==> src/sv/jsu_pkg.sv <==
// ----------------------------------------------------------------------------
// jsu_pkg
// Shared types and constants of the json string unescape core: channel
// words, decoder modes and the queue entry passed from front to back.
// ----------------------------------------------------------------------------
package jsu_pkg;

  // decoder modes
  typedef enum logic [2:0] {
    MODE_IDLE = 3'd0,
    MODE_TEXT = 3'd1,
    MODE_ESC  = 3'd2,
    MODE_HEX  = 3'd3,
    MODE_CONT = 3'd4
  } mode_t;

  // result kinds
  typedef enum logic [1:0] {
    KIND_DATA  = 2'd0,
    KIND_END   = 2'd1,
    KIND_ERROR = 2'd2
  } kind_t;

  // error codes
  typedef enum logic [1:0] {
    ERR_NONE   = 2'd0,
    ERR_ESCAPE = 2'd1,
    ERR_HEX    = 2'd2,
    ERR_BYTE   = 2'd3
  } err_t;

  // input word
  typedef struct packed {
    logic [7:0] in_byte;
    logic       first;
  } in_word_t;

  // output word
  typedef struct packed {
    logic [7:0] out_byte;
    kind_t      kind;
    err_t       error_code;
    logic       last;
  } out_word_t;

  // classified input byte: one to three results of the same kind
  typedef struct packed {
    logic [1:0] count;
    kind_t      kind;
    err_t       err;
    logic [7:0] b0;
    logic [7:0] b1;
    logic [7:0] b2;
  } jsu_entry_t;

  localparam int unsigned QueueDepth = 4;
  localparam int unsigned QueuePtrW  = $clog2(QueueDepth);

endpackage

==> src/sv/json_string_unescape_core.sv <==
// ----------------------------------------------------------------------------
// json_string_unescape_core
// Decodes a json string body one byte per word, expanding escapes and
// checking utf-8, and emits decoded bytes, end and error words.
// ----------------------------------------------------------------------------
// Usage:
//   byte channel (byte_valid/byte_ready/byte_item) takes one body byte per
//   word; set first on the byte after the opening quote. Bytes seen with no
//   string open are dropped without a result.
//   res channel (res_valid/res_ready/res_item) gives decoded bytes, an end
//   word at the closing quote, or an error word after which the string is
//   to be discarded. last marks the final result caused by one input byte.
// Throughput: one byte word per cycle while the queue is not full. A \u
//   escape that ends in a 2 or 3 byte utf-8 sequence gives 2 or 3 results,
//   which the result serializer sends one per cycle unless res_ready stalls;
//   the 4-entry queue between decoder and serializer absorbs short bursts.
// Path: a taken byte's entry is written into the queue, then its results
//   are loaded from the queue head into the registered output.
// Stall: when res_ready is low the output register holds its word, the
//   queue fills, and byte_ready drops once it holds 4 entries.
// Reset: synchronous; clears decoder state, queue and output valid.
// ----------------------------------------------------------------------------
module json_string_unescape_core
  import jsu_pkg::*;
(
  input  logic      clk,
  input  logic      rst,
  input  logic      byte_valid,
  output logic      byte_ready,
  input  in_word_t  byte_item,
  output logic      res_valid,
  input  logic      res_ready,
  output out_word_t res_item
);

  logic       q_full;
  logic       q_push;
  jsu_entry_t q_entry;
  logic       q_pop;
  logic       head_valid;
  jsu_entry_t head_entry;

  // decoder front end
  jsu_front u_front (
    .clk        (clk),
    .rst        (rst),
    .byte_valid (byte_valid),
    .byte_ready (byte_ready),
    .byte_item  (byte_item),
    .q_full     (q_full),
    .q_push     (q_push),
    .q_entry    (q_entry)
  );

  // entry queue
  jsu_queue u_queue (
    .clk        (clk),
    .rst        (rst),
    .push       (q_push),
    .push_entry (q_entry),
    .full       (q_full),
    .pop        (q_pop),
    .head_valid (head_valid),
    .head_entry (head_entry)
  );

  // result serializer
  jsu_back u_back (
    .clk        (clk),
    .rst        (rst),
    .head_valid (head_valid),
    .head_entry (head_entry),
    .pop        (q_pop),
    .res_valid  (res_valid),
    .res_ready  (res_ready),
    .res_item   (res_item)
  );

endmodule

==> src/sv/jsu_front.sv <==
// ----------------------------------------------------------------------------
// jsu_front
// Byte decoder: tracks escape, hex and utf-8 continuation state and turns
// each input byte into at most one queue entry of one to three results.
// ----------------------------------------------------------------------------
module jsu_front
  import jsu_pkg::*;
(
  input  logic       clk,
  input  logic       rst,
  input  logic       byte_valid,
  output logic       byte_ready,
  input  in_word_t   byte_item,
  input  logic       q_full,
  output logic       q_push,
  output jsu_entry_t q_entry
);

  localparam logic [7:0] ChQuote  = 8'h22;
  localparam logic [7:0] ChBslash = 8'h5C;
  localparam logic [7:0] ChSlash  = 8'h2F;
  localparam logic [7:0] ChU      = 8'h75;

  mode_t       mode;
  mode_t       mode_next;
  logic [1:0]  hex_count;
  logic [1:0]  hex_count_next;
  logic [15:0] code_accum;
  logic [15:0] code_accum_next;
  logic [1:0]  cont_left;
  logic [1:0]  cont_left_next;

  logic        accept;
  mode_t       cur_mode;
  logic [1:0]  cur_hex_count;
  logic [15:0] cur_accum;
  logic [1:0]  cur_cont;
  logic [7:0]  b;

  logic        hex_ok;
  logic [3:0]  hex_val;
  logic        esc_ok;
  logic [7:0]  esc_val;
  logic [1:0]  lead_cont;
  logic        lead_ok;
  logic [15:0] accum_shift;
  logic [1:0]  cont_dec;

  assign byte_ready = !q_full;
  assign accept     = byte_valid && byte_ready;
  assign b          = byte_item.in_byte;

  // a first byte restarts the decoder in text mode
  always_comb begin
    if (byte_item.first) begin
      cur_mode      = MODE_TEXT;
      cur_hex_count = 2'd0;
      cur_accum     = 16'd0;
      cur_cont      = 2'd0;
    end else begin
      cur_mode      = mode;
      cur_hex_count = hex_count;
      cur_accum     = code_accum;
      cur_cont      = cont_left;
    end
  end

  // byte classification
  always_comb begin
    hex_ok  = 1'b1;
    hex_val = 4'd0;
    case (b) inside
      [8'h30:8'h39]: hex_val = b[3:0];
      [8'h41:8'h46],
      [8'h61:8'h66]: hex_val = b[3:0] + 4'd9;
      default:       hex_ok  = 1'b0;
    endcase

    esc_ok  = 1'b1;
    esc_val = b;
    case (b)
      ChQuote, ChBslash, ChSlash: esc_val = b;
      8'h62:   esc_val = 8'h08;
      8'h66:   esc_val = 8'h0C;
      8'h6E:   esc_val = 8'h0A;
      8'h72:   esc_val = 8'h0D;
      8'h74:   esc_val = 8'h09;
      default: esc_ok  = 1'b0;
    endcase

    lead_ok   = 1'b1;
    lead_cont = 2'd0;
    if (b[7:5] == 3'b110)        lead_cont = 2'd1;
    else if (b[7:4] == 4'b1110)  lead_cont = 2'd2;
    else if (b[7:3] == 5'b11110) lead_cont = 2'd3;
    else                         lead_ok   = 1'b0;

    accum_shift = {cur_accum[11:0], hex_val};
    cont_dec    = (cur_cont != 2'd0) ? cur_cont - 2'd1 : 2'd0;
  end

  // next state
  always_comb begin
    mode_next = mode;
    if (accept) begin
      unique case (cur_mode)
        MODE_TEXT: begin
          if (b == ChQuote)       mode_next = MODE_IDLE;
          else if (b == ChBslash) mode_next = MODE_ESC;
          else if (b < 8'h20)     mode_next = MODE_IDLE;
          else if (!b[7])         mode_next = MODE_TEXT;
          else if (lead_ok)       mode_next = MODE_CONT;
          else                    mode_next = MODE_IDLE;
        end
        MODE_ESC: begin
          if (b == ChU)           mode_next = MODE_HEX;
          else if (esc_ok)        mode_next = MODE_TEXT;
          else                    mode_next = MODE_IDLE;
        end
        MODE_HEX: begin
          if (!hex_ok)                     mode_next = MODE_IDLE;
          else if (cur_hex_count == 2'd3)  mode_next = MODE_TEXT;
          else                             mode_next = MODE_HEX;
        end
        MODE_CONT: begin
          if (b[7:6] != 2'b10)       mode_next = MODE_IDLE;
          else if (cont_dec == 2'd0) mode_next = MODE_TEXT;
          else                       mode_next = MODE_CONT;
        end
        default: mode_next = MODE_IDLE;
      endcase
    end
  end

  // outputs: counters and the queue entry
  always_comb begin
    hex_count_next  = hex_count;
    code_accum_next = code_accum;
    cont_left_next  = cont_left;
    q_entry         = '{count: 2'd0, kind: KIND_DATA, err: ERR_NONE,
                        b0: 8'd0, b1: 8'd0, b2: 8'd0};
    if (accept) begin
      hex_count_next  = cur_hex_count;
      code_accum_next = cur_accum;
      cont_left_next  = cur_cont;
      unique case (cur_mode)
        MODE_TEXT: begin
          if (b == ChQuote) begin
            q_entry.count = 2'd1;
            q_entry.kind  = KIND_END;
          end else if (b == ChBslash) begin
            q_entry.count = 2'd0;
          end else if (b < 8'h20 || (b[7] && !lead_ok)) begin
            q_entry.count = 2'd1;
            q_entry.kind  = KIND_ERROR;
            q_entry.err   = ERR_BYTE;
          end else begin
            q_entry.count = 2'd1;
            q_entry.b0    = b;
            if (b[7]) cont_left_next = lead_cont;
          end
        end
        MODE_ESC: begin
          if (b == ChU) begin
            hex_count_next  = 2'd0;
            code_accum_next = 16'd0;
          end else if (esc_ok) begin
            q_entry.count = 2'd1;
            q_entry.b0    = esc_val;
          end else begin
            q_entry.count = 2'd1;
            q_entry.kind  = KIND_ERROR;
            q_entry.err   = ERR_ESCAPE;
          end
        end
        MODE_HEX: begin
          if (!hex_ok) begin
            q_entry.count = 2'd1;
            q_entry.kind  = KIND_ERROR;
            q_entry.err   = ERR_HEX;
          end else begin
            code_accum_next = accum_shift;
            if (cur_hex_count != 2'd3) begin
              hex_count_next = cur_hex_count + 2'd1;
            end else begin
              hex_count_next = 2'd0;
              // shortest utf-8 form of the code point
              if (accum_shift[15:7] == 9'd0) begin
                q_entry.count = 2'd1;
                q_entry.b0    = accum_shift[7:0];
              end else if (accum_shift[15:11] == 5'd0) begin
                q_entry.count = 2'd2;
                q_entry.b0    = {3'b110, accum_shift[10:6]};
                q_entry.b1    = {2'b10, accum_shift[5:0]};
              end else begin
                q_entry.count = 2'd3;
                q_entry.b0    = {4'b1110, accum_shift[15:12]};
                q_entry.b1    = {2'b10, accum_shift[11:6]};
                q_entry.b2    = {2'b10, accum_shift[5:0]};
              end
            end
          end
        end
        MODE_CONT: begin
          q_entry.count = 2'd1;
          if (b[7:6] != 2'b10) begin
            q_entry.kind = KIND_ERROR;
            q_entry.err  = ERR_BYTE;
          end else begin
            q_entry.b0     = b;
            cont_left_next = cont_dec;
          end
        end
        default: q_entry.count = 2'd0;
      endcase
    end
  end

  assign q_push = accept && (q_entry.count != 2'd0);

  // decoder state
  always_ff @(posedge clk) begin
    if (rst) begin
      mode       <= MODE_IDLE;
      hex_count  <= 2'd0;
      code_accum <= 16'd0;
      cont_left  <= 2'd0;
    end else begin
      mode       <= mode_next;
      hex_count  <= hex_count_next;
      code_accum <= code_accum_next;
      cont_left  <= cont_left_next;
    end
  end

endmodule

==> src/sv/jsu_queue.sv <==
// ----------------------------------------------------------------------------
// jsu_queue
// Small first-in first-out queue of decoded entries between the decoder
// and the result serializer.
// ----------------------------------------------------------------------------
module jsu_queue
  import jsu_pkg::*;
(
  input  logic       clk,
  input  logic       rst,
  input  logic       push,
  input  jsu_entry_t push_entry,
  output logic       full,
  input  logic       pop,
  output logic       head_valid,
  output jsu_entry_t head_entry
);

  jsu_entry_t           slots [QueueDepth];
  logic [QueuePtrW-1:0] wr_ptr;
  logic [QueuePtrW-1:0] rd_ptr;
  logic [QueuePtrW:0]   fill;

  assign full       = (fill == (QueuePtrW+1)'(QueueDepth));
  assign head_valid = (fill != '0);
  assign head_entry = slots[rd_ptr];

  // entry storage
  always_ff @(posedge clk) begin
    if (push) slots[wr_ptr] <= push_entry;
  end

  // pointers and fill count
  always_ff @(posedge clk) begin
    if (rst) begin
      wr_ptr <= '0;
      rd_ptr <= '0;
      fill   <= '0;
    end else begin
      if (push) wr_ptr <= wr_ptr + QueuePtrW'(1);
      if (pop)  rd_ptr <= rd_ptr + QueuePtrW'(1);
      case ({push, pop})
        2'b10:   fill <= fill + (QueuePtrW+1)'(1);
        2'b01:   fill <= fill - (QueuePtrW+1)'(1);
        default: fill <= fill;
      endcase
    end
  end

endmodule

==> src/sv/jsu_back.sv <==
// ----------------------------------------------------------------------------
// jsu_back
// Result serializer: walks the results of the head entry into the output
// register, one per cycle unless stalled, and marks the last of each entry.
// ----------------------------------------------------------------------------
module jsu_back
  import jsu_pkg::*;
(
  input  logic       clk,
  input  logic       rst,
  input  logic       head_valid,
  input  jsu_entry_t head_entry,
  output logic       pop,
  output logic       res_valid,
  input  logic       res_ready,
  output out_word_t  res_item
);

  logic [1:0] idx;
  logic       load;
  logic       is_last;
  logic [7:0] sel_byte;

  assign load    = head_valid && (!res_valid || res_ready);
  assign is_last = (idx == head_entry.count - 2'd1);
  assign pop     = load && is_last;

  // pick the byte of the current result
  always_comb begin
    case (idx)
      2'd0:    sel_byte = head_entry.b0;
      2'd1:    sel_byte = head_entry.b1;
      default: sel_byte = head_entry.b2;
    endcase
  end

  // result index within the head entry
  always_ff @(posedge clk) begin
    if (rst) begin
      idx <= 2'd0;
    end else if (load) begin
      idx <= is_last ? 2'd0 : idx + 2'd1;
    end
  end

  // output register
  always_ff @(posedge clk) begin
    if (rst) begin
      res_valid <= 1'b0;
    end else if (load) begin
      res_valid <= 1'b1;
    end else if (res_ready) begin
      res_valid <= 1'b0;
    end
  end

  always_ff @(posedge clk) begin
    if (load) begin
      res_item.out_byte   <= sel_byte;
      res_item.kind       <= head_entry.kind;
      res_item.error_code <= head_entry.err;
      res_item.last       <= is_last;
    end
  end

endmodule

==> config.mk <==
export PLATFORM = sky130hd
export DESIGN_NAME = json_string_unescape_core
export DESIGN_NICKNAME = d
export VERILOG_FILES = /design/src/sv/jsu_pkg.sv /design/src/sv/json_string_unescape_core.sv /design/src/sv/jsu_front.sv /design/src/sv/jsu_queue.sv /design/src/sv/jsu_back.sv
export SDC_FILE = /design/constraint.sdc
export NUM_CORES = 1
export LEC_CHECK = 0
export ABC_AREA = 1
export BUFFER_PORTS_ARGS = -buffer_cell sky130_fd_sc_hd__buf_2
export CAP_MARGIN = 10
export CORE_ASPECT_RATIO = 0.6
export CORE_MARGIN = 2
export CORE_UTILIZATION = 38
export CTS_CLUSTER_DIAMETER = 200
export DETAILED_ROUTE_END_ITERATION = 10
export GPL_TIMING_DRIVEN = 0
export MAX_ROUTING_LAYER = met4
export SLEW_MARGIN = 5
export SYNTH_ARGS = -nofsm -noshare
export SYNTH_HDL_FRONTEND = slang
export SYNTH_SLANG_ARGS = --single-unit
==> constraint.sdc <==
create_clock -name clk -period 3.69 [get_ports clk]
set_input_delay 0.738 -clock clk [delete_from_list [all_inputs] [get_ports clk]]
set_output_delay 0.738 -clock clk [all_outputs]
set_load 0.1 [all_outputs]
## Yosys cells after proc, flatten, opt, wreduce, memory -nomap -nowiden

Memories as Yosys holds them, arrays and structs flattened. A register that Yosys moved wholly into a read port is not among the register bits.
Index checks and enable logic that the tools add are counted.

| operators by class | value |
|---|---|
| magnitude comparators | 7 |
| eq/ne operators | 24 |
| $add $sub $neg | 9 |
| div/mod/pow operators | 0 |
| shift operators | 0 |
| multiply operators | 0 |
| bitwise operators | 0 |
| reduce and logical (&&, ||, !) cells | 24 |
| mux-type cells | 77 |

Operators by type and width:

| cell | number |
|---|---|
| 16-bit two-way mux | 5 |
| 8-bit by 7-bit == test with 1-bit output (second input constant) | 7 |
| 24-bit two-way mux | 2 |
| 12-bit one-hot mux with 4 select lines | 1 |
| 2-bit two-way mux | 21 |
| 8-bit two-way mux | 5 |
| 8-bit one-hot mux with 5 select lines | 1 |
| 16-bit one-hot mux with 2 select lines | 1 |
| 3-bit two-way mux | 10 |
| 30-bit two-way mux | 1 |
| 4-bit two-way mux | 7 |
| 8-bit by 6-bit == test with 1-bit output (second input constant) | 2 |
| 8-bit by 7-bit >= comparator with 1-bit output (second input constant) | 2 |
| 8-bit by 7-bit <= comparator with 1-bit output (second input constant) | 2 |
| 8-bit one-hot mux with 2 select lines | 1 |
| 14-bit two-way mux | 1 |
| 1-bit two-way mux | 13 |
| 13-bit two-way mux | 1 |
| 12-bit two-way mux | 1 |
| 3-bit one-hot mux with 4 select lines | 1 |
| 10-bit two-way mux | 1 |
| 3-bit == test (second input constant) | 3 |
| 9-bit zero test | 1 |
| 2-bit by 1-bit adder with 2-bit output (second input constant) | 4 |
| 27 further kinds | 47 |

| word-level totals | value |
|---|---|
| input bits | 13 |
| bits in registers | 46 |
| bits in writable memories | 120 |
| memories | 1 |
| output and inout bits | 15 |
| bits in latches | 0 |
| logic and storage cells | 155 |
| ROM bits | 0 |

Memory list:

| memory | depth | width | read ports | clocked after Yosys merged registers in | write ports | RTL line | source |
|---|---|---|---|---|---|---|---|
| u_queue.slots | 4 | 30 | 1 | 1 | 1 | jsu_queue.sv:19 | `jsu_entry_t slots [QueueDepth];` |

## Longest topological paths before layout

Gate-level depths: netlist of run 1.

| depth | value |
|---|---|
| word-level depth | 16 |
| depth in mapped cells | 20 |
| depth with buffers taken out | 20 |

## By module

A second synthesis of run 1 with hierarchy kept.

| unflattened totals | value |
|---|---|
| cells, all modules | 823 |
| area, all modules | 8025.2 sq um |

By module, submodules not included:

| module | instances | sequential area each (sq um) | area each (sq um) | cells each |
|---|---|---|---|---|
| jsu_queue | 1 | 3783.6 | 4943.5 | 350 |
| jsu_front | 1 | 380.4 | 2265.9 | 397 |
| jsu_back | 1 | 450.4 | 815.8 | 76 |

## Worst setup path after synthesis of run 1

OpenSTA, ideal clock, no wires.

| timing path | value |
|---|---|
| kind | reg-to-reg |
| from | reg u_queue.fill[0] |
| to | reg u_queue.fill[2] |
| period minus slack after synthesis | 3240 ps |
| data arrival time | 3118 ps |
| data required time | 3568 ps |
| path buffers | 0 |
| setup slack | 450 ps |
| cell stages (with the launch flop) | 15 |
| library setup time | 122 ps |
| cells stage by stage | dfxtp_1 inv_1 nand3_1 nand2_1 inv_1 nand2_4 inv_4 nor2_8 ha_1 inv_1 fa_1 a21oi_1 o21ai_0 o21ai_0 a21oi_1 |

RTL lines:

| what | RTL line | source |
|---|---|---|
| from (decl) | jsu_queue.sv:22 | `logic [QueuePtrW:0] fill;` |
| from (signal assigned) | jsu_queue.sv:43 | `2'b10: fill <= fill + (QueuePtrW+1)'(1);` |
| from (signal assigned) | jsu_queue.sv:44 | `2'b01: fill <= fill - (QueuePtrW+1)'(1);` |
| from (signal assigned) | jsu_queue.sv:45 | `default: fill <= fill;` |

==> impl_metrics.csv, run 1 <==
group,metric,value,unit
drt,via_count,6077,
placement,io_buffer_count,26,
logic_synthesis,synthCells,817,
clock_tree,clkLatencyLatePin,430,ps
logic_synthesis,netlist_area,0.00761,mm^2
grt,grt_pass1_wl,32000,um
critical_path,crit_path_max_incr_delay,380,ps
layout,area.sequential,0.00437,mm^2
die,start_util,38.4,%
layout,postLayoutCellArea,0.00874,mm^2
clock_tree,cts_hold_buffers,0,
logic_synthesis,yosys_most_used_dff,"sky130_fd_sc_hd__edfxtp_1",
sta,skew,11.6,ps
drt,drc,0,
logic_synthesis,synthDistinctLibCells,44,
critical_path,critical_path_source_type,"input pin",
clock_tree,cts_resized,0,
sta,final.hold.worst_slack,447,ps
sta,fin_ws,416,ps
critical_path,critPathRequiredTime,3990,ps
power,p_int,0.00351,W
drt,avgRoutedWirePerCell,17.8,um
drt,route.detailed.vias_per_inst,5.27,
logic_synthesis,synth_async_sr_flop_share,0,%
grt,grt_max_degree,27,
sta,final.min_clock_period,3270,ps
sta,setup_viol,0,
logic_synthesis,synth-edff-count,125,
layout,filler_cell_count,1959,
grt,grt_pass1_vias,5613,
sta,hold_violations,0,
die,num_rows,40,
die,floorplan.core_area,0.0198,mm^2
grt,grt_antenna_before_repair,0,
flow_run,max_cap_viols,0,
critical_path,critPathKind,"in -> reg",
drt,drt_iter0_drc,660,
outcome,run_status,"finished clean",
layout,nets,893,
placement,pre_cts_slack,1.58,ps
layout,antennaDiodeCount,0,
sta,clock.fmax,305,MHz
clock_tree,numClockSinks,156,
die,num_io_pins,28,
drt,drt_wl_total,20500,um
sta,slew_headroom,32.2,%
grt,grt.total_usage,20.6,%
clock_tree,cts_inserted_buffers,17,
clock_tree,tritoncts_clock_tree,"yes",
critical_path,worstSetupEndpointType,"register",
critical_path,critPathArrivalTime,3580,ps
power,pwr-share-comb,35.6,%
critical_path,critical_path.most_common_cell,"sky130_fd_sc_hd__nand2_1",
power,max-vdd-ir-drop,549,uV
clock_tree,ctsRootBufferMaster,"sky130_fd_sc_hd__clkbuf_16",
critical_path,ordered_list_of_cells_on_the_worst_path,"buf_2 > inv_1 > ha_1 > inv_1 > nand2_1 > nand2_1 > nand2_1 > nand2_1 > nand4_2 > nand3_2 > nand2_4 > inv_4 > nor2_8 > ha_1 > inv_1 > fa_1 > a21oi_1 > o21ai_0 > o21ai_0 > a21oi_1",
die,die-area,0.0212,mm^2
layout,drive_above_1_share,13.2,%
clock_tree,post_cts.repair.setup_buffers,0,
layout,multi_input_comb_area,0.00281,mm^2
logic_synthesis,yosysSeqAreaShare,57.5,%
power,power.share.clock,26.8,%
power,power_dissipated_by_switching_net_loads,0.00247,W
clock_tree,clock_input_transition_at_the_sequential_cells_of_the_worst_setup_and_hold_paths,60,ps
sta,post-route-period-util,88.7,%
critical_path,timing.critical_path.fanout_max,8,
hold_path,hold_path_class,"reg -> reg",
grt,total_grt_overflow,0,
clock_tree,cts_max_path_buffers,2,
die,die_width,187,um
power,p_leak,3.43,nW
layout,post_synthesis_to_final_layout_area_growth,14.8,%
sta,setup_repair_after_global_routing_missed_its_margin,"false",
logic_synthesis,syn_area_per_cell,9.32,um^2
logic_synthesis,postSynthNetCount,843,
critical_path,cp_slowest_cell,"sky130_fd_sc_hd__fa_1",
power,cellPowerDensity,684,mW/mm^2
die,chipHeight,114,um
power,netSwitchingFraction,41.3,%
power,seq_power_share,37.6,%
placement,gp_congestion,0.949,
drt,drtAntennaViolNets,0,
logic_synthesis,yosysWarningCount,0,
logic_synthesis,postSynthRegisterBits,156,
sta,worstMarginPinSlew,1010,ps
drt,detail_route.first_pass.iterations,5,
placement,dpl-instance-area,0.00821,mm^2
clock_tree,cts.htree.levels,4,
placement,place.detailed.hpwl,14500,um
sta,slew_violations,0,
==> per-layer routing <==
layer | global-route usage (%) | wire length, um | part of all wire (%)
met1 | 31.5 | 10200 | 50
met2 | 27.3 | 8110 | 40
met4 | 3.86 | 83 | 0.41
met5 | - | 0 | 0
met3 | 5.02 | 2090 | 10
==> power by group through the flow <==
stage / registers [W] / logic [W] / clock network [W]
6_report: 0.00225 / 0.00213 / 0.00160
5_1_grt: 0.00227 / 0.00232 / 0.00168
4_1_cts: 0.00225 / 0.00212 / 0.00162
3_5_place_dp: 0.00229 / 0.00211 / 0
3_3_place_gp: 0.00229 / 0.00204 / 0
2_1_floorplan: 0.00286 / 0.000938 / 0
==> cell usage after synthesis, types with 2 or more instances <==
cell type,instances,area [um^2]
sky130_fd_sc_hd__a31oi_1,12,75.1
sky130_fd_sc_hd__buf_4,2,15.0
sky130_fd_sc_hd__a21oi_1,31,155
sky130_fd_sc_hd__nor3_1,4,20.0
sky130_fd_sc_hd__nand3_2,3,30.0
sky130_fd_sc_hd__nand2_4,4,45.0
sky130_fd_sc_hd__xor2_1,3,26.3
sky130_fd_sc_hd__inv_2,6,22.5
sky130_fd_sc_hd__ha_1,12,150
sky130_fd_sc_hd__o21ai_0,95,475
sky130_fd_sc_hd__a211oi_1,5,37.5
sky130_fd_sc_hd__o21ai_1,3,15.0
sky130_fd_sc_hd__edfxtp_1,125,3750
sky130_fd_sc_hd__o22ai_1,28,175
sky130_fd_sc_hd__buf_6,3,33.8
sky130_fd_sc_hd__nand2_1,151,567
sky130_fd_sc_hd__dfxtp_1,31,621
sky130_fd_sc_hd__clkbuf_1,18,67.6
sky130_fd_sc_hd__o211ai_1,3,22.5
sky130_fd_sc_hd__inv_1,70,263
sky130_fd_sc_hd__nand4_1,8,50.1
sky130_fd_sc_hd__nand2_2,9,56.3
sky130_fd_sc_hd__nor2_2,8,50.1
sky130_fd_sc_hd__buf_1,4,15.0
sky130_fd_sc_hd__nand3_1,40,200
sky130_fd_sc_hd__nor2_1,113,424
sky130_fd_sc_hd__a21oi_2,2,17.5
sky130_fd_sc_hd__buf_2,7,35.0
sky130_fd_sc_hd__nand4_2,2,25.0
==> kinds of logic (layout without fill, tap and decap cells) <==
kind of cell | count (synthesis) | after routing | share of synthesized area, %
and+or+nand+nor | 349 | 349 | 20.4
xor gates and xnor gates | 3 | 3 | 0.345
buffers and inverters | 111 | 174 | 6.01
AOI/OAI and AO/OA | 185 | 185 | 13.5
adders and majority gates | 13 | 13 | 2.23
DFF | 156 | 156 | 57.5
==> worst paths after layout <==
| check | from | slack (ps) | cells after the start | end |
|---|---|---|---|---|
| setup reg to reg | register | 830 | 15 | u_queue.fill[2] |
| hold / removal | u_queue.fill[0] | 450 | 1 | u_queue.fill[0] |
| hold reg to reg | u_queue.fill[0] | 450 | 1 | u_queue.fill[0] |
| setup / recovery | byte_item[1] | 420 | 20 | u_queue.fill[2] |
==> state kept, by name, indices dropped and copies added (netlist names), named ones only <==
name,cells
u_front.code_accum,12
u_queue.wr_ptr,2
u_back.idx,2
u_back.res_valid,1
u_front.cont_left,2
u_queue.rd_ptr,2
u_queue.slots,112
u_front.mode,3
u_queue.fill,3
u_back.res_item,13
u_front.hex_count,2
==> critical path, delay by kind of cell <==
family	cells	cell delay (ps)
and+or+nand+nor	8	970
adders and majority gates	3	810
buffers and inverters	5	550
AOI/OAI and AO/OA	4	500
==> stage by stage <==
stage	total power [W]	instances	util, %	TNS, ps
after floorplan	0.00380	817	-	0
after global placement	0.00433	1116	40.8	-45910
after detailed placement	0.00439	1121	41.4	0
after CTS	0.00599	1153	44.1	0
after global routing	0.00627	1153	44.1	0
final	0.00598	1153	44.1	0
==> layout by cell type, fill, tap and decap left out, drive strengths merged <==
master,count
ha,12
xor2,3
nand3b,1
clkinvlp,2
o2111ai,1
a21oi,33
o21ai,99
a21boi,1
buf,47
a31oi,12
o211a,1
nor4,1
nor2,123
nand3,44
clkinv,8
edfxtp,125
inv,82
nand4,10
nand2,164
a32o,1
nor3,5
nor3b,1
dfxtp,31
o22ai,28
a211oi,6
clkbuf,35
o211ai,3
fa,1
==> final cells by class <==
| cell class | count | area share, % |
|---|---|---|
| Clock buffer | 17 | 4.87 |
| Timing Repair Buffer | 31 | 2.58 |
| Sequential cell | 156 | 50.0 |
| Inverter | 77 | 3.33 |
| Buffer | 34 | 1.90 |
| Tap cell | 273 | 3.91 |
| Multi-Input combinational cell | 550 | 32.1 |
| Clock inverter | 15 | 1.27 |
Note: power is estimated with default switching activity, not from simulation.
==> inputs of run 2 (changes only) <==
--- a/config.mk
+++ b/config.mk
@@ -18,4 +18,5 @@
 export SLEW_MARGIN = 5
 export SYNTH_ARGS = -nofsm -noshare
 export SYNTH_HDL_FRONTEND = slang
+export SYNTH_HIERARCHICAL = 1
 export SYNTH_SLANG_ARGS = --single-unit
==> constraint.sdc (replaced) <==
create_clock -name clk -period 3.7 [get_ports clk]
set_input_delay 0.74 -clock clk [delete_from_list [all_inputs] [get_ports clk]]
set_output_delay 0.74 -clock clk [all_outputs]
set_load 0.1 [all_outputs]
==> run 2 against run 1 <==
  * Count of clock-buffer cells in the layout is 1 higher
  * Sequential cell count is 8 higher
  * Synthesized cell count rose by 0.73%
  * Hold slack gained 24 ps
  * Non-clock buffer count is 1 lower
  * Sequential power grew 4%
  * Global-route usage down 0.87 points
  * Sequential share of layout area grew 0.47 points
  * Cell count increased by 0.69%
  * Final area is 4.5% higher
==> impl_metrics.csv, run 2 <==
group,metric,value,unit
drt,route.detailed.vias_per_inst,5.17,
grt,grt_max_degree,31,
logic_synthesis,postSynthRegisterBits,164,
grt,grt_antenna_before_repair,0,
drt,via_count,6006,
clock_tree,cts_resized,0,
power,pwr-share-comb,35.8,%
placement,pre_cts_slack,-143,ps
clock_tree,clock_input_transition_at_the_sequential_cells_of_the_worst_setup_and_hold_paths,70,ps
die,floorplan.core_area,0.0209,mm^2
layout,largest_reg_flops,120,
logic_synthesis,synthTopCellsByArea,"sky130_fd_sc_hd__edfxtp_1 50%, sky130_fd_sc_hd__dfxtp_1 7.7%, sky130_fd_sc_hd__nor2_1 6.4%, sky130_fd_sc_hd__nand2_1 5.3%, sky130_fd_sc_hd__o21ai_0 4.1%",
clock_tree,cts.htree.levels,4,
die,chipHeight,117,um
power,seq_power_share,36.7,%
outcome,run_status,"finished clean",
layout,nets,895,
sta,slew_violations,0,
sta,timing.setup.tns,0,ps
drt,drt_wl_total,20400,um
die,die-area,0.0223,mm^2
layout,drive_above_1_share,17.1,%
clock_tree,cts_hold_buffers,0,
sta,final.min_clock_period,3390,ps
sta,setup_repair_after_global_routing_missed_its_margin,"false",
power,netSwitchingFraction,40.5,%
sta,worstMarginPinSlew,842,ps
critical_path,worst_setup_path_startpoint,"byte_item[0]",
critical_path,critical_register_to_register_path_endpoint,"u_queue/fill[2]",
logic_synthesis,netlist_area,0.00803,mm^2
clock_tree,post_cts.repair.setup_buffers,0,
logic_synthesis,cell_type_with_the_highest_aggregate_area_in_the_netlist,"sky130_fd_sc_hd__edfxtp_1",
sta,post-route-period-util,91.7,%
clock_tree,ctsRootBufferMaster,"sky130_fd_sc_hd__clkbuf_16",
critical_path,critPathRequiredTime,4060,ps
clock_tree,cts_max_path_buffers,2,
critical_path,critPathArrivalTime,3760,ps
logic_synthesis,yosysWarningCount,6,
layout,largest_registers,"u_queue/slots x120, u_back/res_item x13, u_front/code_accum x12",
power,p_leak,3.65,nW
sta,hold_violations,0,
critical_path,rr_worst_depth,16,
clock_tree,tritoncts_clock_tree,"yes",
drt,drt_iter0_drc,516,
critical_path,timing.critical_path.fanout_max,10,
hold_path,timing.hold.worst_path_depth,1,
drt,drtAntennaViolNets,0,
logic_synthesis,synth-edff-count,133,
hold_path,hold_path_class,"reg -> reg",
sta,skew,12.7,ps
placement,gp_congestion,0.913,
die,die_width,192,um
critical_path,ff2ff_setup_slack,410,ps
power,max-vdd-ir-drop,640,uV
drt,avgRoutedWirePerCell,17.5,um
sta,fin_ws,308,ps
logic_synthesis,syn_area_per_cell,9.75,um^2
power,p_int,0.00381,W
sta,clock.fmax,295,MHz
logic_synthesis,synth_top_cells_by_count,"137 x sky130_fd_sc_hd__nor2_1, 133 x sky130_fd_sc_hd__edfxtp_1, 113 x sky130_fd_sc_hd__nand2_1",
placement,io_buffer_count,24,
logic_synthesis,yosys.cell_count.top_type,"sky130_fd_sc_hd__nor2_1",
grt,grt_pass1_wl,31800,um
clock_tree,clkLatencyLatePin,430,ps
die,num_rows,41,
placement,place.detailed.hpwl,14100,um
drt,detail_route.first_pass.iterations,5,
layout,post_synthesis_to_final_layout_area_growth,13.9,%
flow_run,max_cap_viols,0,
clock_tree,cts_inserted_buffers,17,
grt,grt.total_usage,19.7,%
critical_path,critPathKind,"in -> reg",
grt,grt_pass1_vias,5526,
logic_synthesis,synth_async_sr_flop_share,0,%
clock_tree,numClockSinks,164,
die,start_util,38.4,%
drt,drc,0,
logic_synthesis,yosysSeqAreaShare,57.5,%
layout,antennaDiodeCount,0,
power,cellPowerDensity,700,mW/mm^2
layout,layout.cells.most_common,"sky130_fd_sc_hd__nor2_1",
critical_path,timing.rr.start,"u_queue/fill[0]",
die,num_io_pins,28,
grt,total_grt_overflow,0,
critical_path,critical_path_source_type,"input pin",
hold_path,min_from,"u_queue/rd_ptr[1]",
power,power.share.clock,27.6,%
sta,setup_viol,0,
logic_synthesis,yosys_most_used_dff,"sky130_fd_sc_hd__edfxtp_1",
power,power_dissipated_by_switching_net_loads,0.00259,W
layout,layout.cells.most_common_list,"137 x sky130_fd_sc_hd__nor2_1, 133 x sky130_fd_sc_hd__edfxtp_1, 113 x sky130_fd_sc_hd__nand2_1",
logic_synthesis,synth_top_cell_area_share,49.8,%
logic_synthesis,synthDistinctLibCells,41,
sta,slew_headroom,43.2,%
logic_synthesis,synthCells,823,
critical_path,worstSetupEndpointType,"register",
layout,largest-register,"u_queue/slots",
-- run 2: changes by cell type in the layout (fill, tap and decap cells not counted), sizes merged, moves of 11 or more --
| cell | change |
|---|---|
| buf | +12 |
| clkbuf | -12 |
| nand2 | -36 |
| nand3 | -11 |
| nor2 | +29 |
-- run 2: cells by family after synthesis --
logic type,Yosys count,synth area share [%]
adders and majority gates,13,2.12
xor gates and xnor gates,2,0.218
buffers and inverters,120,7.53
other,1,0.0467
and+or+nand+nor,328,18.9
AOI/OAI and AO/OA,195,13.7
DFF,164,57.5
-- run 2: worst max-delay path, stage by stage --
cell	delay, ps
sky130_fd_sc_hd__buf_2	110
sky130_fd_sc_hd__inv_2	120
sky130_fd_sc_hd__buf_2	260
sky130_fd_sc_hd__nand2_1	80
sky130_fd_sc_hd__inv_1	90
sky130_fd_sc_hd__ha_1	250
sky130_fd_sc_hd__inv_1	110
sky130_fd_sc_hd__nor2_4	170
sky130_fd_sc_hd__nand2_4	80
sky130_fd_sc_hd__nor2_8	130
sky130_fd_sc_hd__inv_2	70
sky130_fd_sc_hd__o21ai_1	250
sky130_fd_sc_hd__inv_1	150
sky130_fd_sc_hd__ha_1	290
sky130_fd_sc_hd__fa_1	480
sky130_fd_sc_hd__nand2_1	100
sky130_fd_sc_hd__nand2_1	60
sky130_fd_sc_hd__nor2_1	100
sky130_fd_sc_hd__nor2_1	50
sky130_fd_sc_hd__nor2_1	80
-- run 2: through the flow --
stage	util (%)	cells	power, W	hold slack [ps]	instance area, um^2
global placement	40.7	1127	0.00463	453	8500
global route	43.8	1161	0.00671	504	9140
floorplan	-	824	0.00414	412	8030
finish	43.8	1161	0.00640	472	9140
detailed placement	41.0	1129	0.00467	470	8550
CTS	43.8	1161	0.00643	476	9140
-- run 2: final cells by class --
class                      count  area (um^2)
clock inverter                14          145
inverter                      82          318
timing repair buffer          26          175
fill                        1959        11700
clock buffer                  18          439
multi-input combinational    540         2810
sequential                   164         4610
buffer                        38          287
tap                          279          349
-- run 2: per-layer routing --
layer | part of all wire, % | up-vias | track usage, % | wire length [um]
met2 | 40 | 215 | 26.3 | 8240
met4 | 0.77 | 0 | 3.90 | 157
li1 | - | 2947 | - | -
met1 | 51 | 2825 | 29.9 | 10300
met5 | 0 | - | - | 0
met3 | 8.0 | 19 | 4.72 | 1630
-- run 2: power by group through the flow --
| stage | sequential, W | combinational (W) | clock, W |
|---|---|---|---|
| finish | 0.00235 | 0.00229 | 0.00176 |
| global route | 0.00237 | 0.00247 | 0.00187 |
| floorplan | 0.00295 | 0.00119 | 0 |
| CTS | 0.00235 | 0.00229 | 0.00179 |
| detailed placement | 0.00239 | 0.00228 | 0 |
| global placement | 0.00239 | 0.00225 | 0 |
-- run 2: how the worst max path moves through the flow --
stage	to	slack [ps]	cells past startpoint
2_1_floorplan	u_queue/fill[2]	330	16
3_3_place_gp	u_queue/slots[3][9]	-410	14
3_5_place_dp	u_queue/fill[2]	-140	20
4_1_cts	u_queue/fill[2]	310	20
5_1_grt	u_queue/fill[2]	20	20
6_report	u_queue/fill[2]	310	20
==> inputs of run 3 (changes only) <==
--- a/config.mk
+++ b/config.mk
@@ -5,12 +5,11 @@
 export SDC_FILE = /design/constraint.sdc
 export NUM_CORES = 1
 export LEC_CHECK = 0
-export ABC_AREA = 1
+export ABC_AREA = 0
 export BUFFER_PORTS_ARGS = -buffer_cell sky130_fd_sc_hd__buf_2
 export CAP_MARGIN = 10
 export CORE_ASPECT_RATIO = 0.6
-export CORE_MARGIN = 2
-export CORE_UTILIZATION = 38
+export CORE_UTILIZATION = 33
 export CTS_CLUSTER_DIAMETER = 200
 export DETAILED_ROUTE_END_ITERATION = 10
 export GPL_TIMING_DRIVEN = 0
==> run 3 against run 2 <==
  * Worst setup slack lost 130 ps
  * Clock skew shrank 1.4 ps
  * Synthesized cell count shrank 32%
  * Sequential share of layout area grew 1.9 points
  * First-iteration DRC count shrank 9.5%
  * Maximum frequency shrank 3.6%
  * Count of clock-buffer cells in the layout is the same
  * Die area grew 6.4%
  * Area after synthesis shrank 4.9%
  * Global-route usage shrank 2.3 points
  * Critical endpoint unchanged
==> impl_metrics.csv, run 3 <==
group,metric,value,unit
outcome,run_status,"finished clean",
drt,via_count,5055,
sta,slew_headroom,38.3,%
layout,layout.cells.most_common_list,"133 x sky130_fd_sc_hd__edfxtp_1, 42 x sky130_fd_sc_hd__nor2_1, 41 x sky130_fd_sc_hd__buf_2, 41 x sky130_fd_sc_hd__nand2_1, 31 x sky130_fd_sc_hd__dfxtp_1",
critical_path,timing.critical_path.fanout_max,6,
sta,skew,11.3,ps
layout,area.sequential,0.00461,mm^2
critical_path,critPathCapture,"u_queue/fill[2]",
power,cellPowerDensity,518,mW/mm^2
sta,post-route-period-util,95.1,%
drt,route.detailed.vias_per_inst,5.44,
hold_path,hold_path_class,"reg -> reg",
logic_synthesis,synth-edff-count,133,
critical_path,crit_path_max_incr_delay,430,ps
drt,avgRoutedWirePerCell,20.3,um
critical_path,critical_path.most_common_cell,"sky130_fd_sc_hd__inv_1",
drt,drc,0,
die,start_util,34.2,%
critical_path,critPathArrivalTime,3880,ps
logic_synthesis,syn_area_per_cell,13.6,um^2
critical_path,critPathTopFamily,"compound AO/OA/AOI/OAI gates",
sta,timing.setup.tns,0,ps
flow_run,max_cap_viols,0,
drt,detail_route.first_pass.iterations,5,
clock_tree,clock_input_transition_at_the_sequential_cells_of_the_worst_setup_and_hold_paths,70,ps
logic_synthesis,postSynthRegisterBits,164,
logic_synthesis,synthTopCellsByArea,"sky130_fd_sc_hd__edfxtp_1 52%, sky130_fd_sc_hd__mux4_2 8.9%, sky130_fd_sc_hd__dfxtp_1 8.1%, sky130_fd_sc_hd__nand2_1 2.1%, sky130_fd_sc_hd__nor2_1 2.1%",
layout,multi_input_comb_area,0.00282,mm^2
layout,layout.cells.most_common,"sky130_fd_sc_hd__edfxtp_1",
drt,drt_iter0_drc,467,
logic_synthesis,yosysSeqAreaShare,60.5,%
logic_synthesis,synthCells,561,
placement,io_buffer_count,26,
drt,drt_wl_total,18900,um
layout,nets,635,
layout,largest_registers,"u_queue/slots x120, u_back/res_item x13, u_front/code_accum x12",
sta,setup_repair_after_global_routing_missed_its_margin,"false",
layout,postLayoutCellArea,0.00881,mm^2
clock_tree,numClockSinks,164,
critical_path,timing.rr.start,"u_queue/fill[0]",
logic_synthesis,cell_type_with_the_highest_aggregate_area_in_the_netlist,"sky130_fd_sc_hd__edfxtp_1",
clock_tree,cts_hold_buffers,0,
die,chipHeight,120,um
layout,largest_reg_flops,120,
placement,place.detailed.hpwl,13500,um
die,num_io_pins,28,
critical_path,critical_register_to_register_path_endpoint,"u_queue/fill[2]",
clock_tree,ctsRootBufferMaster,"sky130_fd_sc_hd__clkbuf_16",
sta,slew_violations,0,
logic_synthesis,synth_async_sr_flop_share,0,%
logic_synthesis,netlist_area,0.00763,mm^2
clock_tree,cts_max_path_buffers,2,
layout,drive_above_1_share,22.3,%
sta,setup_viol,0,
layout,postLayoutCoreUtil,39.5,%
die,floorplan.core_area,0.0223,mm^2
critical_path,critical_path_source_type,"input pin",
critical_path,critPathRequiredTime,4060,ps
clock_tree,clkLatencyLatePin,430,ps
layout,antennaDiodeCount,0,
sta,hold_violations,0,
grt,total_grt_overflow,0,
die,num_rows,42,
sta,clock.fmax,284,MHz
layout,filler_cell_count,2050,
critical_path,rr_worst_depth,12,
critical_path,critPathKind,"in -> reg",
grt,grt_max_degree,31,
critical_path,worstSetupEndpointType,"register",
placement,dpl-instance-area,0.00816,mm^2
layout,post_synthesis_to_final_layout_area_growth,15.5,%
critical_path,ff2ff_setup_slack,280,ps
sta,worstMarginPinSlew,925,ps
clock_tree,cts.htree.levels,4,
critical_path,worst_setup_path_startpoint,"byte_item[1]",
critical_path,ordered_list_of_cells_on_the_worst_path,"buf_2 > inv_1 > ha_1 > inv_1 > o311a_1 > nor3_1 > o41a_1 > o21bai_4 > inv_1 > ha_1 > fa_1 > xnor2_1 > or3_1 > a21oi_1",
critical_path,cp_slowest_cell,"sky130_fd_sc_hd__fa_1",
die,die-area,0.0238,mm^2
clock_tree,tritoncts_clock_tree,"yes",
layout,largest-register,"u_queue/slots",
power,total_power,0.00457,W
logic_synthesis,yosysWarningCount,6,
sta,final.min_clock_period,3520,ps
logic_synthesis,yosys_most_used_dff,"sky130_fd_sc_hd__edfxtp_1",
grt,grt_pass1_wl,29400,um
grt,grt_antenna_before_repair,0,
critical_path,timing.critical_path.depth,14,
grt,grt.total_usage,17.4,%
grt,grt_pass1_vias,5012,
clock_tree,cts_inserted_buffers,17,
power,p_leak,2.87,nW
die,die_width,198,um
placement,gp_congestion,0.903,
logic_synthesis,synthDistinctLibCells,74,
drt,drtAntennaViolNets,0,
logic_synthesis,synth_top_cells_by_count,"133 x sky130_fd_sc_hd__edfxtp_1, 42 x sky130_fd_sc_hd__nand2_1, 42 x sky130_fd_sc_hd__nor2_1",
logic_synthesis,yosys.cell_count.top_type,"sky130_fd_sc_hd__edfxtp_1",
power,max-vdd-ir-drop,344,uV
critical_path,critPathBufInv,4,
logic_synthesis,synth_top_cell_area_share,52.3,%
==> run 3: cell families (layout without fill, tap and decap cells) <==
group                      count (synthesis)  in the layout  share of synthesized area (%)
DFF                                      164            164                           60.5
and+or+nand+nor                          178            178                           13.3
AOI/OAI and AO/OA                        115            115                           10.7
other                                      1              2                         0.0491
buffers and inverters                     50            110                           3.18
adders and majority gates                 13             13                           2.23
muxes                                     34             34                           9.43
xor gates and xnor gates                   6              6                          0.689
==> run 3: worst reg2reg max path, stage by stage (launching register included) <==
cell and delay [ps]:
sky130_fd_sc_hd__dfxtp_1 410, sky130_fd_sc_hd__nor3b_1 150, sky130_fd_sc_hd__inv_1 90, sky130_fd_sc_hd__nand2_1 210
sky130_fd_sc_hd__nor2_1 600, sky130_fd_sc_hd__o41a_1 360, sky130_fd_sc_hd__o21bai_4 180, sky130_fd_sc_hd__inv_1 60
sky130_fd_sc_hd__ha_1 230, sky130_fd_sc_hd__fa_1 430, sky130_fd_sc_hd__xnor2_1 140, sky130_fd_sc_hd__or3_1 320
sky130_fd_sc_hd__a21oi_1 160
==> run 3: metal layers <==
layer  global-route usage [%]  part of all wire (%)  wire, um  up-vias
met3                     3.23                   6.0      1130       20
met1                     25.8                    50      9390     2561
met2                     24.6                    43      8200      186
met4                     4.07                   1.1       201        0
met5                        -                     0         0        -
li1                         -                     -         -     2288
==> run 3: how the worst min path moves through the flow <==
stage / start / end / slack, ps / cells after the start
6_report: u_front/hex_count[0] / u_front/hex_count[0] / 480 / 1
5_1_grt: u_front/hex_count[0] / u_front/hex_count[0] / 500 / 1
4_1_cts: u_front/hex_count[0] / u_front/hex_count[0] / 480 / 1
3_5_place_dp: u_front/hex_count[0] / u_front/hex_count[0] / 460 / 1
3_3_place_gp: u_front/hex_count[0] / u_front/hex_count[0] / 450 / 1
2_1_floorplan: u_front/hex_count[0] / u_front/hex_count[0] / 430 / 1
==> run 3: repair_timing <==
action	4_1_cts	5_1_grt
setup endpoints to repair	121	14
resized for setup	4	3
pin swaps	0	2
setup buffers	0	3
==> run 3: final cells by class <==
cell class | count | share of cell area [%]
multi-input cells | 348 | 31.9
clock inverters | 14 | 1.99
inverters | 19 | 0.809
well taps | 308 | 4.37
clock buffers | 18 | 4.87
plain buffers | 30 | 1.92
flip-flops and latches | 164 | 52.4
repair buffers | 29 | 1.73
==> run 3: report_power, final <==
part | switching, W | internal, W
clock | 0.000738 | 0.00107
combinational | 0.000503 | 0.000179
sequential | 0.0000257 | 0.00206
total | 0.00127 | 0.00330
==> run 3: stage by stage <==
| stage | setup slack, ps | hold WS (ps) | instances |
|---|---|---|---|
| finish | 182 | 475 | 930 |
| global route | 17.5 | 499 | 930 |
| CTS | 26.7 | 477 | 928 |
| detailed placement | -724 | 463 | 896 |
| global placement | -1050 | 450 | 896 |
| floorplan | 71.0 | 429 | 562 |
